File: src/hdl/dhcprp_pkg.sv
// Shared types, constants and helper functions for the DHCP reply parser.
package dhcprp_pkg;

    localparam int DHCPRP_MAX_PAYLOAD = 2048;
    localparam int QUEUE_DEPTH        = 2;
    localparam int NUM_FIELDS         = 6;

    localparam logic [31:0] MAGIC_COOKIE = 32'h6382_5363;
    localparam logic [15:0] SERVER_PORT  = 16'd67;
    localparam logic [7:0]  OP_REPLY     = 8'd2;

    localparam logic [7:0] OPT_PAD    = 8'd0;
    localparam logic [7:0] OPT_MASK   = 8'd1;
    localparam logic [7:0] OPT_ROUTER = 8'd3;
    localparam logic [7:0] OPT_DNS    = 8'd6;
    localparam logic [7:0] OPT_LEASE  = 8'd51;
    localparam logic [7:0] OPT_TYPE   = 8'd53;
    localparam logic [7:0] OPT_SERVER = 8'd54;
    localparam logic [7:0] OPT_END    = 8'd255;

    localparam logic [7:0] TYPE_OFFER = 8'd2;
    localparam logic [7:0] TYPE_ACK   = 8'd5;
    localparam logic [7:0] TYPE_NAK   = 8'd6;

    // option walker phases
    localparam logic [1:0] PH_CODE = 2'd0;
    localparam logic [1:0] PH_LEN  = 2'd1;
    localparam logic [1:0] PH_DATA = 2'd2;
    localparam logic [1:0] PH_DONE = 2'd3;

    // header faults
    localparam logic [1:0] FAULT_NONE   = 2'd0;
    localparam logic [1:0] FAULT_OP     = 2'd1;
    localparam logic [1:0] FAULT_COOKIE = 2'd2;

    // lease field slots
    localparam logic [2:0] F_YIADDR = 3'd0;
    localparam logic [2:0] F_MASK   = 3'd1;
    localparam logic [2:0] F_ROUTER = 3'd2;
    localparam logic [2:0] F_DNS    = 3'd3;
    localparam logic [2:0] F_SERVER = 3'd4;
    localparam logic [2:0] F_LEASE  = 3'd5;

    // result status codes
    localparam logic [3:0] ST_OFFER    = 4'd0;
    localparam logic [3:0] ST_ACK      = 4'd1;
    localparam logic [3:0] ST_NAK      = 4'd2;
    localparam logic [3:0] ST_OTHER    = 4'd3;
    localparam logic [3:0] ST_SHORT    = 4'd4;
    localparam logic [3:0] ST_PORT     = 4'd5;
    localparam logic [3:0] ST_NOTREPLY = 4'd6;
    localparam logic [3:0] ST_COOKIE   = 4'd7;
    localparam logic [3:0] ST_BADOPT   = 4'd8;
    localparam logic [3:0] ST_XID      = 4'd9;

    typedef logic [NUM_FIELDS-1:0][31:0] fields_t;

    // one finished packet, handed from the parser to the lease stage
    typedef struct packed {
        logic [3:0] status;
        fields_t    fields;
    } entry_t;

    typedef struct packed {
        logic       hit;
        logic [2:0] idx;
    } fsel_t;

    function automatic fsel_t field_of_option(input logic [7:0] code);
        fsel_t r;
        r = '{hit: 1'b1, idx: F_YIADDR};
        unique case (code)
            OPT_MASK:   r.idx = F_MASK;
            OPT_ROUTER: r.idx = F_ROUTER;
            OPT_DNS:    r.idx = F_DNS;
            OPT_SERVER: r.idx = F_SERVER;
            OPT_LEASE:  r.idx = F_LEASE;
            default:    r.hit = 1'b0;
        endcase
        return r;
    endfunction

    function automatic logic [3:0] type_status(input logic [7:0] ptype);
        logic [3:0] s;
        unique case (ptype)
            TYPE_OFFER: s = ST_OFFER;
            TYPE_ACK:   s = ST_ACK;
            TYPE_NAK:   s = ST_NAK;
            default:    s = ST_OTHER;
        endcase
        return s;
    endfunction

endpackage

File: src/hdl/dhcprp_front.sv
// Byte parser: header checks, option walk and packet classification.
module dhcprp_front
    import dhcprp_pkg::*;
#(
    parameter int MAX_PAYLOAD_BYTES = DHCPRP_MAX_PAYLOAD
) (
    input  logic        aclk,
    input  logic        aresetn,
    input  logic        cfg_wr_en,
    input  logic [31:0] cfg_wr_data,
    input  logic        in_accept,
    input  logic [7:0]  data_byte,
    input  logic        last_byte,
    input  logic [15:0] udp_sport,
    output logic        push,
    output entry_t      push_entry
);

    localparam int POS_W = $clog2(MAX_PAYLOAD_BYTES + 1);
    localparam logic [POS_W-1:0] POS_LIMIT = POS_W'(MAX_PAYLOAD_BYTES);
    localparam logic [POS_W-1:0] POS_OPTS  = POS_W'(240);

    logic [31:0]      xid_cfg_reg;
    logic [POS_W-1:0] pos_reg,    pos_next;
    logic [1:0]       phase_reg,  phase_next;
    logic [7:0]       code_reg,   code_next;
    logic [7:0]       remain_reg, remain_next;
    logic [7:0]       offset_reg, offset_next;
    logic [31:0]      shift_reg,  shift_next;
    logic [31:0]      xid_reg,    xid_next;
    logic [7:0]       type_reg,   type_next;
    fields_t          fields_reg, fields_next;
    logic [1:0]       fault_reg,  fault_next;
    fsel_t            fsel;
    logic [31:0]      shifted;

    assign fsel    = field_of_option(code_reg);
    assign shifted = {shift_reg[23:0], data_byte};

    always_comb begin
        pos_next    = pos_reg;
        phase_next  = phase_reg;
        code_next   = code_reg;
        remain_next = remain_reg;
        offset_next = offset_reg;
        shift_next  = shift_reg;
        xid_next    = xid_reg;
        type_next   = type_reg;
        fields_next = fields_reg;
        fault_next  = fault_reg;

        if (in_accept && (pos_reg < POS_LIMIT)) begin
            pos_next = pos_reg + POS_W'(1);
            if (pos_reg < POS_OPTS) begin
                shift_next = shifted;
                if (pos_reg == POS_W'(0) && data_byte != OP_REPLY && fault_reg == FAULT_NONE)
                    fault_next = FAULT_OP;
                if (pos_reg == POS_W'(7))
                    xid_next = shifted;
                if (pos_reg == POS_W'(19))
                    fields_next[F_YIADDR] = shifted;
                if (pos_reg == POS_W'(23) && shifted != 32'd0)
                    fields_next[F_SERVER] = shifted;
                if (pos_reg == POS_W'(239) && shifted != MAGIC_COOKIE
                    && fault_reg == FAULT_NONE)
                    fault_next = FAULT_COOKIE;
            end else begin
                unique case (phase_reg)
                    PH_CODE: begin
                        if (data_byte == OPT_END) begin
                            phase_next = PH_DONE;
                        end else if (data_byte != OPT_PAD) begin
                            code_next  = data_byte;
                            phase_next = PH_LEN;
                        end
                    end
                    PH_LEN: begin
                        remain_next = data_byte;
                        offset_next = 8'd0;
                        // message type with a wrong length is ignored
                        if (code_reg == OPT_TYPE && data_byte != 8'd1)
                            code_next = OPT_PAD;
                        phase_next = (data_byte == 8'd0) ? PH_CODE : PH_DATA;
                    end
                    PH_DATA: begin
                        shift_next = shifted;
                        if (code_reg == OPT_TYPE && offset_reg == 8'd0)
                            type_next = data_byte;
                        if (offset_reg == 8'd3 && fsel.hit)
                            fields_next[fsel.idx] = shifted;
                        if (offset_reg != 8'hFF)
                            offset_next = offset_reg + 8'd1;
                        remain_next = remain_reg - 8'd1;
                        if (remain_reg == 8'd1)
                            phase_next = PH_CODE;
                    end
                    default: begin
                        // after the end option: drop the rest
                    end
                endcase
            end
        end
    end

    // classify the packet as it stands after the last byte
    always_comb begin
        push              = in_accept && last_byte;
        push_entry.fields = fields_next;
        priority if (pos_next < POS_OPTS)
            push_entry.status = ST_SHORT;
        else if (udp_sport != SERVER_PORT)
            push_entry.status = ST_PORT;
        else if (fault_next == FAULT_OP)
            push_entry.status = ST_NOTREPLY;
        else if (fault_next == FAULT_COOKIE)
            push_entry.status = ST_COOKIE;
        else if (phase_next == PH_LEN || phase_next == PH_DATA)
            push_entry.status = ST_BADOPT;
        else if (xid_next != xid_cfg_reg)
            push_entry.status = ST_XID;
        else
            push_entry.status = type_status(type_next);
    end

    always_ff @(posedge aclk) begin
        if (!aresetn) begin
            xid_cfg_reg <= 32'd0;
        end else if (cfg_wr_en) begin
            xid_cfg_reg <= cfg_wr_data;
        end
    end

    always_ff @(posedge aclk) begin
        if (!aresetn || push) begin
            pos_reg    <= '0;
            phase_reg  <= PH_CODE;
            code_reg   <= 8'd0;
            remain_reg <= 8'd0;
            offset_reg <= 8'd0;
            shift_reg  <= 32'd0;
            xid_reg    <= 32'd0;
            type_reg   <= 8'd0;
            fields_reg <= '0;
            fault_reg  <= FAULT_NONE;
        end else begin
            pos_reg    <= pos_next;
            phase_reg  <= phase_next;
            code_reg   <= code_next;
            remain_reg <= remain_next;
            offset_reg <= offset_next;
            shift_reg  <= shift_next;
            xid_reg    <= xid_next;
            type_reg   <= type_next;
            fields_reg <= fields_next;
            fault_reg  <= fault_next;
        end
    end

endmodule

File: src/hdl/dhcprp_fifo.sv
// Short queue of classified packets between the parser and the lease stage.
module dhcprp_fifo
    import dhcprp_pkg::*;
(
    input  logic   aclk,
    input  logic   aresetn,
    input  logic   push,
    input  entry_t push_data,
    output logic   full,
    input  logic   pop,
    output entry_t pop_data,
    output logic   empty
);

    localparam int PTR_W = (QUEUE_DEPTH > 1) ? $clog2(QUEUE_DEPTH) : 1;
    localparam int CNT_W = $clog2(QUEUE_DEPTH + 1);

    entry_t             mem [QUEUE_DEPTH];
    logic [PTR_W-1:0]   wr_ptr_reg, rd_ptr_reg;
    logic [CNT_W-1:0]   count_reg, count_next;
    logic               do_push, do_pop;

    assign full     = (count_reg == CNT_W'(QUEUE_DEPTH));
    assign empty    = (count_reg == CNT_W'(0));
    assign do_push  = push && !full;
    assign do_pop   = pop && !empty;
    assign pop_data = mem[rd_ptr_reg];

    always_comb begin
        count_next = count_reg;
        if (do_push && !do_pop)
            count_next = count_reg + CNT_W'(1);
        else if (do_pop && !do_push)
            count_next = count_reg - CNT_W'(1);
    end

    function automatic logic [PTR_W-1:0] ptr_inc(input logic [PTR_W-1:0] p);
        return (p == PTR_W'(QUEUE_DEPTH - 1)) ? PTR_W'(0) : p + PTR_W'(1);
    endfunction

    always_ff @(posedge aclk) begin
        if (do_push)
            mem[wr_ptr_reg] <= push_data;
    end

    always_ff @(posedge aclk) begin
        if (!aresetn) begin
            wr_ptr_reg <= '0;
            rd_ptr_reg <= '0;
            count_reg  <= '0;
        end else begin
            if (do_push)
                wr_ptr_reg <= ptr_inc(wr_ptr_reg);
            if (do_pop)
                rd_ptr_reg <= ptr_inc(rd_ptr_reg);
            count_reg <= count_next;
        end
    end

endmodule

File: src/hdl/dhcprp_back.sv
// Lease stage: applies a classified packet to the stored lease and registers the result.
module dhcprp_back
    import dhcprp_pkg::*;
(
    input  logic         aclk,
    input  logic         aresetn,
    input  logic         cfg_wr_en,
    input  logic         q_empty,
    input  entry_t       q_data,
    output logic         q_pop,
    output logic         m_tvalid,
    input  logic         m_tready,
    output logic [199:0] m_tdata
);

    fields_t      store_reg,  store_next, store_upd;
    logic [2:0]   flags_reg,  flags_next, flags_upd;  // {nak, ack, offer}
    logic         valid_reg;
    logic [199:0] data_reg;

    assign q_pop = !q_empty && (!valid_reg || m_tready);

    always_comb begin
        store_upd = store_reg;
        flags_upd = flags_reg;
        unique case (q_data.status)
            ST_OFFER: begin
                store_upd    = q_data.fields;
                flags_upd[0] = 1'b1;
            end
            ST_ACK: begin
                for (int i = 0; i < NUM_FIELDS; i++)
                    if (q_data.fields[i] != 32'd0)
                        store_upd[i] = q_data.fields[i];
                flags_upd[1] = 1'b1;
            end
            ST_NAK: flags_upd[2] = 1'b1;
            default: begin
                // hold the stored lease
            end
        endcase

        store_next = store_reg;
        flags_next = flags_reg;
        if (q_pop) begin
            store_next = store_upd;
            flags_next = flags_upd;
        end
        if (cfg_wr_en) begin
            store_next = '0;
            flags_next = 3'b000;
        end
    end

    always_ff @(posedge aclk) begin
        if (!aresetn) begin
            store_reg <= '0;
            flags_reg <= 3'b000;
            valid_reg <= 1'b0;
        end else begin
            store_reg <= store_next;
            flags_reg <= flags_next;
            if (q_pop)
                valid_reg <= 1'b1;
            else if (m_tready)
                valid_reg <= 1'b0;
        end
    end

    always_ff @(posedge aclk) begin
        if (q_pop)
            data_reg <= {1'b0, flags_upd, store_upd[F_LEASE], store_upd[F_SERVER],
                         store_upd[F_DNS], store_upd[F_ROUTER], store_upd[F_MASK],
                         store_upd[F_YIADDR], q_data.status};
    end

    assign m_tvalid = valid_reg;
    assign m_tdata  = data_reg;

endmodule

File: src/hdl/dhcp_reply_parser.sv
// Top level of the DHCPv4 reply parser.
//
// Usage:
//   The slave channel carries the UDP payload of one DHCP reply, one byte per
//   transaction; s_tlast marks the final byte, and the UDP source port rides in
//   s_tdata[23:8] and is sampled with it.
//   The master channel returns one status transaction per packet, on the final
//   byte only, holding the status code and the full stored lease and flags.
//   cfg_wr_en/cfg_wr_data load the expected transaction id and clear the
//   stored lease and flags; write it only while no packet is in flight.
// Throughput and result path:
//   One byte per cycle while s_tready is high. The accepted final byte puts
//   the packet into the queue; the lease stage registers the result at the
//   edge that pops it, which waits while a stalled result is still pending.
// Reset:
//   aresetn low clears the expected id, the stored lease, the flags, the parser
//   and the queue; no result is pending afterwards.
// Stall:
//   A stalled master side holds its result; the parser keeps taking bytes until
//   the two-entry packet queue fills, then drops s_tready.
module dhcp_reply_parser
    import dhcprp_pkg::*;
#(
    parameter int MAX_PAYLOAD_BYTES = DHCPRP_MAX_PAYLOAD
) (
    input  logic         aclk,
    input  logic         aresetn,
    // configuration: expected transaction id
    input  logic         cfg_wr_en,
    input  logic [31:0]  cfg_wr_data,
    // payload bytes in
    input  logic         s_tvalid,
    output logic         s_tready,
    input  logic [23:0]  s_tdata,   // [7:0] data_byte, [23:8] udp source port
    input  logic         s_tlast,   // last_byte
    // status out
    output logic         m_tvalid,
    input  logic         m_tready,
    output logic [199:0] m_tdata    // [3:0] status, [35:4] your_ip, [67:36] netmask,
                                    // [99:68] router_ip, [131:100] dns_ip,
                                    // [163:132] server_ip, [195:164] lease_seconds,
                                    // [196] offer flag, [197] ack flag,
                                    // [198] nak flag, [199] zero
);

    logic   q_full, q_empty, q_pop, push, in_accept;
    entry_t push_entry, pop_entry;

    // a byte is taken whenever the queue can absorb a finished packet
    assign s_tready  = !q_full;
    assign in_accept = s_tvalid && s_tready;

    dhcprp_front #(
        .MAX_PAYLOAD_BYTES(MAX_PAYLOAD_BYTES)
    ) u_front (
        .aclk        (aclk),
        .aresetn     (aresetn),
        .cfg_wr_en   (cfg_wr_en),
        .cfg_wr_data (cfg_wr_data),
        .in_accept   (in_accept),
        .data_byte   (s_tdata[7:0]),
        .last_byte   (s_tlast),
        .udp_sport   (s_tdata[23:8]),
        .push        (push),
        .push_entry  (push_entry)
    );

    dhcprp_fifo u_fifo (
        .aclk      (aclk),
        .aresetn   (aresetn),
        .push      (push),
        .push_data (push_entry),
        .full      (q_full),
        .pop       (q_pop),
        .pop_data  (pop_entry),
        .empty     (q_empty)
    );

    dhcprp_back u_back (
        .aclk      (aclk),
        .aresetn   (aresetn),
        .cfg_wr_en (cfg_wr_en),
        .q_empty   (q_empty),
        .q_data    (pop_entry),
        .q_pop     (q_pop),
        .m_tvalid  (m_tvalid),
        .m_tready  (m_tready),
        .m_tdata   (m_tdata)
    );

endmodule

File: config.mk
export PLATFORM = sky130hd
export DESIGN_NAME = dhcp_reply_parser
export DESIGN_NICKNAME = d
export VERILOG_FILES = /design/src/hdl/dhcprp_pkg.sv /design/src/hdl/dhcprp_front.sv /design/src/hdl/dhcprp_fifo.sv /design/src/hdl/dhcprp_back.sv /design/src/hdl/dhcp_reply_parser.sv
export SDC_FILE = /design/constraint.sdc
export NUM_CORES = 2
export LEC_CHECK = 0
export BUFFER_PORTS_ARGS = -buffer_cell sky130_fd_sc_hd__buf_2
export CAP_MARGIN = 10
export CORE_ASPECT_RATIO = 0.75
export CORE_MARGIN = 3
export CORE_UTILIZATION = 55
export DETAILED_ROUTE_END_ITERATION = 10
export PLACE_DENSITY = 0.76
export RECOVER_POWER = 25
export SLEW_MARGIN = 25
export SYNTH_ARGS = -nofsm -noshare
export SYNTH_HDL_FRONTEND = slang
export SYNTH_SLANG_ARGS = --single-unit
File: constraint.sdc
create_clock -name aclk -period 10.7 [get_ports aclk]
set_input_delay 2.14 -clock aclk [delete_from_list [all_inputs] [get_ports aclk]]
set_output_delay 2.14 -clock aclk [all_outputs]
set_load 0.02 [all_outputs]
==> impl_metrics.yaml <==
setup_path:
  worst_path_largest_cell_delay_ns: 1.96
  cpMaxStageDelayCell: "clkbuf_1"
  worstPathRequired_ns: 11.21
  critical_path_class: "reg -> reg"
  start_kind: "flop"
  cp.buffers_inverters: 2
  crit_chain: "mux2_1 > or3_1 > clkbuf_1 > nor3_4 > clkbuf_1 > a21oi_1 > nand2_1 > a21oi_1"
  crit_path_end_kind: "flop"
  rr_worst_depth: 8
  path_delay_family: "buffers and inverters"
  cp_max_fo: 64
  r2r_end: "u_back.store_reg[32]"
  reg2reg_setup_slack_ns: 3.95
  crit_arrival_ns: 7.26
yosys:
  yosys.cell_types.count: 82
  synthFlopType: "edfxtp_1"
  syn_avg_cell_area_sq_um: 11.5
  synth_edf_count: 591
  synth_largest_area_cell: "edfxtp_1"
  yosysWarningCount: 0
  syn_inst: 3815
  synthTopCellsByArea: "edfxtp_1 (40%), dfxtp_1 (24%), mux2i_1 (5.7%)"
  async_reset_ff_frac: 0
  netlist_area_sq_mm: 0.0439
  yosysTopAreaCellShare: 0.404
  ys_seq_elements: 1120
  yosysSeqAreaShare: 0.646
  synth_fp_nets: 3890
cts:
  cts_buffers: 101
  cts_resized: 0
  cts.clk_slew.worst_paths_ns: 0.06
  cts_max_level: 3
  cts_setup_buffers: 0
  postCtsHoldBufs: 0
  cts.sinks: 1120
  clockBufferDepth: 3
  clk_latency_ns: 0.68
  root_buffer: "clkbuf_16"
  cts_tree: "yes"
sta:
  hold_viol_final: 0
  fmax_ghz: 0.148
  fin_tns_setup_ns: 0
  relSlewSlack: -0.818
  setup_viol: 0
  worst_pin_slew_ns: 2.73
  rsz0062_at_grt: "no"
  post-route-period-util: 0.631
  skew_ns: 0.0455
  drv_slew: 467
  fin_crit_ns: 6.75
min_path:
  holdCritStartpoint: "u_front.type_reg[5]"
  min_to: "u_front.type_reg[5]"
  hold_class: "reg -> reg"
  whs_path_depth: 2
placement:
  hpwl_microns: 68500
  portBuffers: 262
  dp_cells: 4933
  gp_congestion: 0.883
run_status:
  violations: "max-capacitance violations, max-slew violations"
  status: "finished with violations"
routing:
  final_antenna_net_count: 0
  drt_iter0_drc: 3083
  remaining_drc_errors: 0
  wl_per_cell_microns: 21.4
  vias: 29700
  drt_first_pass_iters: 6
  wl_microns: 110000
  routed_via_density: 5.80
floorplan:
  core_area_sq_mm: 0.0788
  die_w_microns: 332
  rows: 89
  die-area_sq_mm: 0.0833
  ioPinCount: 264
  fp.dieH_microns: 251
  start_util: 0.557
pwr:
  ir_drop_mv: 0.255
  power_density_mw_per_mm2: 224
  power.leakage_nw: 17.3
finish:
  largest_reg_flops: 392
  layout_common_cells: "nand2_1 (605), edfxtp_1 (591), dfxtp_1 (529), a21oi_1 (487), nor2_1 (278)"
  area_delta_synth_final_pct: 12.7
  nets: 4065
  final_common_cell: "nand2_1"
  drive_above_1_share: 0.107
  regMostFlops: "u_fifo.mem"
  fin_cells: 5126
global_routing:
  grt_usage: 0.255
  grt_pass1_wl_microns: 164000
  antenna_found_initial: 6
  grt_max_degree: 181
  grt_overflow: 0
  grt_pass1_vias: 28000
run:
  cap_violations: 11
layout make-up:
type,count,area [sq um]
clock inverters,53,732
diodes,1,2.50
multi-input cells,2417,14600
repair buffers,317,1470
inverters,33,131
fillers,6091,29400
clock buffers,139,2940
flip-flops and latches,1120,28300
well taps,1046,1310
metrics by stage:
stage / setup WS, ns / hold WS, ns / util / power [W] / area (sq um)
floorplan: 1.78 / 0.426 / - / 0.00674 / 43900
global placement: 5.07 / 0.438 / 0.585 / 0.00735 / 46100
detailed placement: 5.09 / 0.444 / 0.585 / 0.00737 / 46100
CTS: 5.59 / 0.451 / 0.631 / 0.0112 / 49800
global route: 3.62 / 0.471 / 0.628 / 0.0115 / 49500
finish: 3.95 / 0.448 / 0.628 / 0.0111 / 49500
how the worst max path moves through the flow:
stage	end	slack, ns	cells after the start
2_1_floorplan	u_back.m_tdata[0]	1.78	5
3_3_place_gp	u_back.m_tdata[146]	5.07	6
3_5_place_dp	u_back.m_tdata[145]	5.09	6
4_1_cts	u_back.store_reg[127]	5.59	9
5_1_grt	u_back.store_reg[34]	3.62	8
6_report	u_back.store_reg[32]	3.95	8
metal layers:
metal  GRT usage  vias to the layer above  routed length [microns]
met2       0.397                     1119                    49800
met4      0.0826                        4                     3260
li1            -                    13800                        -
met1       0.367                    14600                    47200
met5           0                        -                       26
met3      0.0449                      190                     9250
power by group:
group,switching [W],total (W),internal (W)
sequential,0.000178,0.00520,0.00502
combinational,0.00154,0.00203,0.000481
clock,0.00160,0.00388,0.00228
cells by family (layout without fill, tap and decap cells):
group,Yosys count,count (layout),synth area share
simple gates,1365,1365,0.146
mux,410,410,0.0981
flops,1120,1120,0.646
buf+inv,278,542,0.0249
fa+ha+maj,13,13,0.00371
compound gates,558,558,0.0672
other cells,1,2,0.0000854
xor+xnor,70,70,0.0140
cells in the mapped netlist, drive strengths merged (7+ instances only):
cell type,instances
and3,7
or4,18
mux2i,248
nor3,29
buf,21
nor2b,35
o21ai,14
xor2,30
dfxtp,529
nor2,280
ha,13
nand4,32
nand2,605
nor4,116
inv,32
a21oi,488
and2,170
clkbuf,224
nand3,29
mux2,162
o22ai,12
xnor2,40
edfxtp,591
tightest hold or removal path, stage by stage, from the launching register on:
cell     delay (ns)
dfxtp_1        0.30
nand2_1        0.05
a21oi_1        0.05
Note: power is estimated with default switching activity, not from simulation.
